## config.mk

```make
export PLATFORM = sky130hd
export DESIGN_NAME = fifo_task_scheduler_with_event_waits
export DESIGN_NICKNAME = d
export VERILOG_FILES = /design/src/hdl/fts_pkg.sv /design/src/hdl/fts_link_mem.sv /design/src/hdl/fifo_task_scheduler_with_event_waits.sv
export SDC_FILE = /design/constraint.sdc
export NUM_CORES = 1
export LEC_CHECK = 0
export ABC_AREA = 0
export BUFFER_PORTS_ARGS = -buffer_cell sky130_fd_sc_hd__buf_2
export CAP_MARGIN = 40
export CORE_ASPECT_RATIO = 1.2
export CORE_UTILIZATION = 40
export CTS_BUF_LIST = sky130_fd_sc_hd__clkbuf_8 sky130_fd_sc_hd__clkbuf_16
export DETAILED_ROUTE_END_ITERATION = 10
export PLACE_DENSITY = 0.61
export SLEW_MARGIN = 20
export SYNTH_ARGS = -nofsm -noshare
export SYNTH_HDL_FRONTEND = slang
export SYNTH_SLANG_ARGS = --single-unit
```

## constraint.sdc

```tcl
create_clock -name clk -period 4.4 [get_ports clk]
set_input_delay 0.66 -clock clk [delete_from_list [all_inputs] [get_ports clk]]
set_output_delay 0.66 -clock clk [all_outputs]
set_load 0.03 [all_outputs]
```

## src/hdl/fts_pkg.sv

```systemverilog
// fts_pkg: shared types, sizes and command codes for the FIFO task scheduler.
// No dependencies.
package fts_pkg;

  localparam int unsigned MAX_TASKS  = 16;
  localparam int unsigned NUM_EVENTS = 8;

  localparam logic [1:0] CMD_ADD   = 2'd0;
  localparam logic [1:0] CMD_WAIT  = 2'd1;
  localparam logic [1:0] CMD_DISP  = 2'd2;
  localparam logic [1:0] CMD_SCHED = 2'd3;

  typedef struct packed {
    logic [1:0]  cmd;
    logic [3:0]  task_id;
    logic        task_priority;
    logic [2:0]  event_id;
    logic [31:0] data_word;
    logic        requeue;
  } fts_in_t;

  typedef struct packed {
    logic        kind;
    logic [3:0]  out_task;
    logic [31:0] out_data;
    logic        switched;
    logic        last;
  } fts_out_t;

endpackage

```

## src/hdl/fts_link_mem.sv

```systemverilog
// fts_link_mem: next-link store shared by the ready and wait lists.
// Depends on nothing; one write port, one registered read port.
module fts_link_mem #(
  parameter int unsigned DEPTH = 16,
  parameter int unsigned AW = 4
) (
  input  logic          clk,
  input  logic          we,
  input  logic [AW-1:0] waddr,
  input  logic [AW-1:0] wdata,
  input  logic [AW-1:0] raddr,
  output logic [AW-1:0] rdata
);

  logic [AW-1:0] mem [DEPTH];

  always_ff @(posedge clk) begin
    if (we) begin
      mem[waddr] <= wdata;
    end
    rdata <= mem[raddr];
  end

endmodule

```

## src/hdl/fifo_task_scheduler_with_event_waits.sv

```systemverilog
// fifo_task_scheduler_with_event_waits: top level, command sequencer and task state.
// Depends on fts_pkg and fts_link_mem.
//
// Usage: drive in_item and raise start while busy is low; the item is taken at
// that edge and busy rises at once. Results appear on out_item, each for one
// cycle with out_valid high; the final result of a command has last set.
// add_ready shows its report and no other result.
// wait and schedule with a nonempty ready list do one link read, then check one
// entry per cycle until a task is chosen, then show the report; with an empty
// ready list they show the report without a walk.
// dispatch wakes the waiters in order, a link read then a step for each, and shows
// a result for each, then the running report (only that with no waiters).
// The link store read port sets the pace of every walk.
// busy is low in the cycle of the final report, so the next item can be taken then.
// Reset (rst_n low, synchronous) empties the ready list and all wait lists,
// clears the priority bits and data words (the data words in a clearing pass
// with busy held high), and makes task 0 the running task.
// The receiver cannot stall: every result is taken in the cycle it is shown.
module fifo_task_scheduler_with_event_waits
  import fts_pkg::*;
(
  input  logic     clk,
  input  logic     rst_n,
  input  logic     start,
  output logic     busy,
  input  fts_in_t  in_item,
  output logic     out_valid,
  output fts_out_t out_item
);

  localparam int unsigned TW = (MAX_TASKS > 1) ? $clog2(MAX_TASKS) : 1;
  localparam int unsigned EW = (NUM_EVENTS > 1) ? $clog2(NUM_EVENTS) : 1;
  localparam int unsigned SW = $clog2(MAX_TASKS + 1);

  localparam logic [3:0] S_CLR   = 4'd0;
  localparam logic [3:0] S_IDLE  = 4'd1;
  localparam logic [3:0] S_SEL0  = 4'd2;
  localparam logic [3:0] S_SRD   = 4'd3;
  localparam logic [3:0] S_SCHK  = 4'd4;
  localparam logic [3:0] S_SFIX  = 4'd5;
  localparam logic [3:0] S_DRD   = 4'd6;
  localparam logic [3:0] S_DSTEP = 4'd7;
  localparam logic [3:0] S_REP   = 4'd8;
  localparam logic [3:0] S_HRD   = 4'd9;

  logic [3:0]    state_r, state_nxt;
  fts_in_t       cmd_r;
  logic [TW-1:0] rhead_r, rtail_r, run_r, cur_r, prev_r;
  logic          rne_r, hasprev_r, sw_r;
  logic [SW-1:0] steps_r;
  logic [TW-1:0] whead_r [NUM_EVENTS];
  logic [TW-1:0] wtail_r [NUM_EVENTS];
  logic [NUM_EVENTS-1:0] wne_r;
  logic          prio_r [MAX_TASKS];
  logic [31:0]   word_mem [MAX_TASKS];
  logic [31:0]   word_rd;
  logic [TW-1:0] word_ra;
  logic          word_we;
  logic [TW-1:0] word_wa;
  logic [31:0]   word_wd;
  logic [TW-1:0] clr_r;

  logic          lk_we;
  logic [TW-1:0] lk_wa, lk_wd, lk_ra, lk_rd;

  logic [TW-1:0] tid, ev_run;
  logic [EW-1:0] ev;

  assign tid = TW'(32'(cmd_r.task_id) % MAX_TASKS);
  assign ev  = EW'(32'(cmd_r.event_id) % NUM_EVENTS);
  assign ev_run = run_r;

  fts_link_mem #(.DEPTH(MAX_TASKS), .AW(TW)) u_link (
    .clk(clk), .we(lk_we), .waddr(lk_wa), .wdata(lk_wd), .raddr(lk_ra), .rdata(lk_rd)
  );

  always_ff @(posedge clk) begin
    if (word_we) begin
      word_mem[word_wa] <= word_wd;
    end
    word_rd <= word_mem[word_ra];
  end

  assign busy = (state_r != S_IDLE);

  always_comb begin
    state_nxt = state_r;
    lk_we = 1'b0;
    lk_wa = cur_r;
    lk_wd = cur_r;
    lk_ra = cur_r;
    word_we = 1'b0;
    word_wa = cur_r;
    word_wd = cmd_r.data_word;
    word_ra = run_r;
    unique case (state_r)
      S_CLR: begin
        word_we = 1'b1;
        word_wa = clr_r;
        word_wd = '0;
        if (32'(clr_r) == MAX_TASKS - 1) state_nxt = S_IDLE;
      end
      S_IDLE: begin
        if (start) state_nxt = S_SEL0;
      end
      S_SEL0: begin
        unique case (cmd_r.cmd)
          CMD_ADD: begin
            if (rne_r) begin
              lk_we = 1'b1; lk_wa = rtail_r; lk_wd = tid;
            end
            state_nxt = S_REP;
          end
          CMD_WAIT: begin
            word_we = 1'b1; word_wa = run_r;
            if (wne_r[ev]) begin
              lk_we = 1'b1; lk_wa = wtail_r[ev]; lk_wd = run_r;
            end
            state_nxt = rne_r ? S_SRD : S_REP;
          end
          CMD_SCHED: begin
            if (rne_r && cmd_r.requeue) begin
              lk_we = 1'b1; lk_wa = rtail_r; lk_wd = run_r;
            end
            state_nxt = rne_r ? S_SRD : S_REP;
          end
          default: begin
            lk_ra = whead_r[ev];
            state_nxt = wne_r[ev] ? S_DRD : S_REP;
          end
        endcase
      end
      S_SRD: begin
        lk_ra = cur_r;
        state_nxt = S_SCHK;
      end
      S_SCHK: begin
        if (prio_r[cur_r] || cur_r == rtail_r || 32'(steps_r) >= MAX_TASKS) begin
          state_nxt = S_SFIX;
          if (hasprev_r && cur_r != rtail_r) begin
            lk_we = 1'b1; lk_wa = prev_r; lk_wd = lk_rd;
          end
        end else begin
          lk_ra = lk_rd;
          state_nxt = S_SCHK;
        end
      end
      S_SFIX: begin
        word_ra = cur_r;
        state_nxt = S_HRD;
      end
      S_HRD: begin
        state_nxt = S_REP;
      end
      S_DRD: begin
        lk_ra = cur_r;
        state_nxt = S_DSTEP;
      end
      S_DSTEP: begin
        word_we = 1'b1; word_wa = cur_r;
        if (rne_r) begin
          lk_we = 1'b1; lk_wa = rtail_r; lk_wd = cur_r;
        end
        if (cur_r == wtail_r[ev] || 32'(steps_r) >= MAX_TASKS - 1) begin
          state_nxt = S_HRD;
        end else begin
          state_nxt = S_DRD;
        end
      end
      S_REP: begin
        state_nxt = S_IDLE;
      end
      default: state_nxt = S_IDLE;
    endcase
  end

  // S_SCHK: the link read issued with cur_r in S_SRD returns link(cur) in lk_rd.
  // On advance, cur moves to lk_rd and the next read of link(lk_rd) is issued.
  always_ff @(posedge clk) begin
    if (!rst_n) begin
      state_r <= S_CLR;
      clr_r <= '0;
      rhead_r <= '0;
      rtail_r <= '0;
      rne_r <= 1'b0;
      run_r <= '0;
      wne_r <= '0;
      out_valid <= 1'b0;
      for (int i = 0; i < MAX_TASKS; i++) prio_r[i] <= 1'b0;
    end else begin
      state_r <= state_nxt;
      out_valid <= 1'b0;
      unique case (state_r)
        S_CLR: clr_r <= clr_r + 1'b1;
        S_IDLE: begin
          if (start) cmd_r <= in_item;
          sw_r <= 1'b0;
        end
        S_SEL0: begin
          steps_r <= SW'(1);
          hasprev_r <= 1'b0;
          unique case (cmd_r.cmd)
            CMD_ADD: begin
              prio_r[tid] <= cmd_r.task_priority;
              if (!rne_r) rhead_r <= tid;
              rtail_r <= tid;
              rne_r <= 1'b1;
            end
            CMD_WAIT: begin
              if (!wne_r[ev]) whead_r[ev] <= run_r;
              wtail_r[ev] <= run_r;
              wne_r[ev] <= 1'b1;
              cur_r <= rhead_r;
            end
            CMD_SCHED: begin
              cur_r <= rhead_r;
              if (rne_r && cmd_r.requeue) rtail_r <= run_r;
            end
            default: begin
              cur_r <= whead_r[ev];
              steps_r <= '0;
            end
          endcase
        end
        S_SCHK: begin
          if (prio_r[cur_r] || cur_r == rtail_r || 32'(steps_r) >= MAX_TASKS) begin
            if (!hasprev_r) begin
              if (cur_r == rtail_r) rne_r <= 1'b0;
              else rhead_r <= lk_rd;
            end else if (cur_r == rtail_r) begin
              rtail_r <= prev_r;
            end
            run_r <= cur_r;
            sw_r <= 1'b1;
          end else begin
            prev_r <= cur_r;
            hasprev_r <= 1'b1;
            cur_r <= lk_rd;
            steps_r <= steps_r + 1'b1;
          end
        end
        S_DSTEP: begin
          if (!rne_r) rhead_r <= cur_r;
          rtail_r <= cur_r;
          rne_r <= 1'b1;
          out_valid <= 1'b1;
          out_item.kind <= 1'b1;
          out_item.out_task <= 4'(cur_r);
          out_item.out_data <= cmd_r.data_word;
          out_item.switched <= 1'b0;
          out_item.last <= 1'b0;
          cur_r <= lk_rd;
          steps_r <= steps_r + 1'b1;
          if (cur_r == wtail_r[ev] || 32'(steps_r) >= MAX_TASKS - 1) wne_r[ev] <= 1'b0;
        end
        S_REP: begin
          out_valid <= 1'b1;
          out_item.kind <= 1'b0;
          out_item.out_task <= 4'(run_r);
          out_item.out_data <= (cmd_r.cmd == CMD_WAIT && ev_run == run_r && !sw_r)
                               ? cmd_r.data_word : word_rd;
          out_item.switched <= sw_r;
          out_item.last <= 1'b1;
        end
        default: ;
      endcase
    end
  end

endmodule

```

==> impl_metrics.csv <==
group,metric,value,unit
clocking,cts_hold_buffers,0,
run_status,status,"finished clean",
floorplan,core,82400,sq um
timing,skew,30.7,ps
cells_and_area,layout-drive-gt1-share,16.8,%
clocking,cts-root-buf,"clkbuf_16",
global_route,antenna_found_initial,0,
placement,dp_hpwl,48300,microns
timing,rsz0062_at_grt,"no",
timing,period_needed,3640,ps
power_and_ir_drop,power.density,418,nW/um^2
clocking,numCtsBuffers,83,
floorplan,die_y,319,microns
timing,final.setup.tns,0,ps
timing,maxSlewHeadroom,42.7,%
global_route,grt_usage,19.2,%
floorplan,initial_core_util,40.7,%
placement,io_buffers,86,
floorplan,dieArea,85000,sq um
drt,num_vias,20500,
synthesis,syn-cell-area,33500,sq um
synthesis,synth_async_sr_flop_share,0,%
floorplan,io_pins,87,
cells_and_area,design_area,38800,sq um
synthesis,ys_types,73,
clocking,clk_pin_slew,60,ps
clocking,cts.sinks,826,
power_and_ir_drop,power_leakage,13.0,nW
power_and_ir_drop,power,0.0162,W
worst_setup_path,crit_fanout,13,
synthesis,synth_edf_count,737,
global_route,grt_pass1_wl,124000,microns
power_and_ir_drop,vdd_ir_drop_max,0.318,mV
global_route,first_global_vias,20400,
timing,setup_viol,0,
timing,drv_slew,0,
drt,wl_per_cell,22.5,microns
synthesis,synthFlopType,"edfxtp_1",
synthesis,ys_ff_latch,826,
cells_and_area,finalNetCount,2529,
timing,hold_violations,0,
synthesis,avgSynthCellArea,14.1,sq um
global_route,grt_max_degree,89,
cells_and_area,antenna_cells,0,
worst_setup_path,crit_path_start_kind,"register",
timing,fmax,275,MHz
drt,via_per_inst,5.60,
worst_setup_path,arrival,3910,ps
synthesis,ys_seq_area_share,71.3,%
placement,gp_congestion,0.908,
clocking,worstSkewPairLatency,640,ps
worst_setup_path,cp_slowest_stage_delay,620,ps
drt,dr.pass1.iters,6,
synthesis,ys_warn_count,0,
clocking,postCtsSetupBuffers,0,
worst_hold_path,hold_path.class,"in2reg",
drt,drt_iter0_markers,1835,
cells_and_area,syn_to_final_growth,15.8,%
drt,wl,82300,microns
synthesis,syn-num-nets,2419,
clocking,cts-resized-gates,0,
floorplan,rows,115,
drt,route.antenna.remaining_nets,0,
cells_and_area,mostFrequentLayoutCell,"edfxtp_1",
timing,max_slew.worst_pin.slew,841,ps
synthesis,synth_cells,2370,
timing,fin_crit_sh,82.7,%
worst_setup_path,regToRegSetupSlack,760,ps
cells_and_area,layout_common_cells,"edfxtp_1, nand2_1, a211oi_1",
clocking,htree_num_levels,3,
drt,drc,0,
clocking,cts_tree,"yes",
worst_setup_path,cp-end-kind,"register",
global_route,gr-total-overflow,0,
worst_setup_path,worstPathRequired,4670,ps
placement,place_area,35900,sq um
floorplan,fp.dieW,266,microns
worst_setup_path,path_class,"reg2reg",
worst_setup_path,cp_slowest_cell,"edfxtp_1",
job,drv_cap,0,
worst_setup_path,worstPathCellList,"mux4_2 > nand2b_1 > a21o_1 > o211a_1 > a211oi_2 > a211oi_1 > buf_2 > nor3_1",
timing,hold_ws,188,ps
clocking,ctsLongestPathBuffers,3,
## cell type report
cell class              instances  area [sq um]
inverters                      11          41.3
well taps                    1111          1390
fillers                      7080         43600
repair buffers                192          1490
clock inverters                64           722
flip-flops and latches        826         23900
clock buffers                  87          2130
multi-input cells            1366          9130
## worst paths after layout
path,cells after the start,start,to
worst max-delay path,8,cmd_r[34],u_link.mem[6][3]
worst min-delay path,1,in_item[23],cmd_r[23]
worst max register to register,8,cmd_r[34],u_link.mem[6][3]
worst min register to register,2,rhead_r[0],rhead_r[0]
## critical path, delay by kind of cell (launching register included)
kind                   cells  cell delay (ps)
muxes                      1              550
AOI/OAI and AO/OA          4             1200
and+or+nand+nor            2              720
buffers and inverters      1              210
DFF                        1              620
## Yosys cell counts (all sizes together) (3+ instances only)
cell type	instances	area (sq um)
a21o	5	37.5
nand3b	3	22.5
nand2b	12	82.6
nor4	5	31.3
mux2i	19	203
nand2	336	1260
o22ai	3	18.8
ha	3	37.5
o21a	3	22.5
a31oi	72	457
mux2	50	563
a21oi	111	559
and2	134	838
buf	21	125
a221oi	11	114
or2	3	18.8
inv	11	41.3
edfxtp	737	22100
a211oi	169	1270
a311oi	66	578
nor2b	43	269
dfxtp	89	1780
nor2	89	334
clkbuf	146	549
nor3	27	135
nand4	3	18.8
a221o	5	50.1
a31o	3	26.3
o2111ai	3	26.3
o21ai	42	210
nand3	37	185
a22o	4	35.0
o211a	4	40.0
and3	9	56.3
or3	6	37.5
xnor2	12	105
a211o	3	26.3
a22oi	5	37.5
mux4	35	886
o211ai	6	45.0
## kinds of logic after synthesis
logic type | share of synthesized area, %
adders and majority gates | 0.112
DFF | 71.3
and+or+nand+nor | 10.0
buffers and inverters | 2.13
muxes | 4.92
xor gates and xnor gates | 0.366
AOI/OAI and AO/OA | 11.1
## routing by layer
metal	up-vias	share of wire [%]	wire length (microns)	global-route usage, %
li1	9324	-	-	-
met5	-	0	0	0
met2	598	50	41300	32.9
met3	158	5.3	4350	2.74
met1	10400	41	33900	24.7
met4	0	3.2	2630	7.38
## state kept, by name, indices dropped and copies added (netlist names), 5 cells and up, named ones only
register and cells:
prio_r 16, whead_r 32, word_mem 512, steps_r 5
wtail_r 32, out_item 39, word_rd 32, u_link.mem 64
cmd_r 43
## power by group
part | switching, W | internal (W) | total (W)
sequential | 0.0000421 | 0.00858 | 0.00862
clock | 0.00300 | 0.00435 | 0.00736
combinational | 0.000176 | 0.0000786 | 0.000254
total | 0.00322 | 0.0130 | 0.0162
## stage by stage
stage / setup slack, ps / util (%) / instances
after floorplan: 781 / - / 2370
after global placement: 804 / 43.3 / 3474
after detailed placement: 779 / 43.5 / 3493
after CTS: 794 / 46.9 / 3644
after global routing: 500 / 47.1 / 3657
final: 761 / 47.1 / 3657
Power figures use the tool's default switching activity.
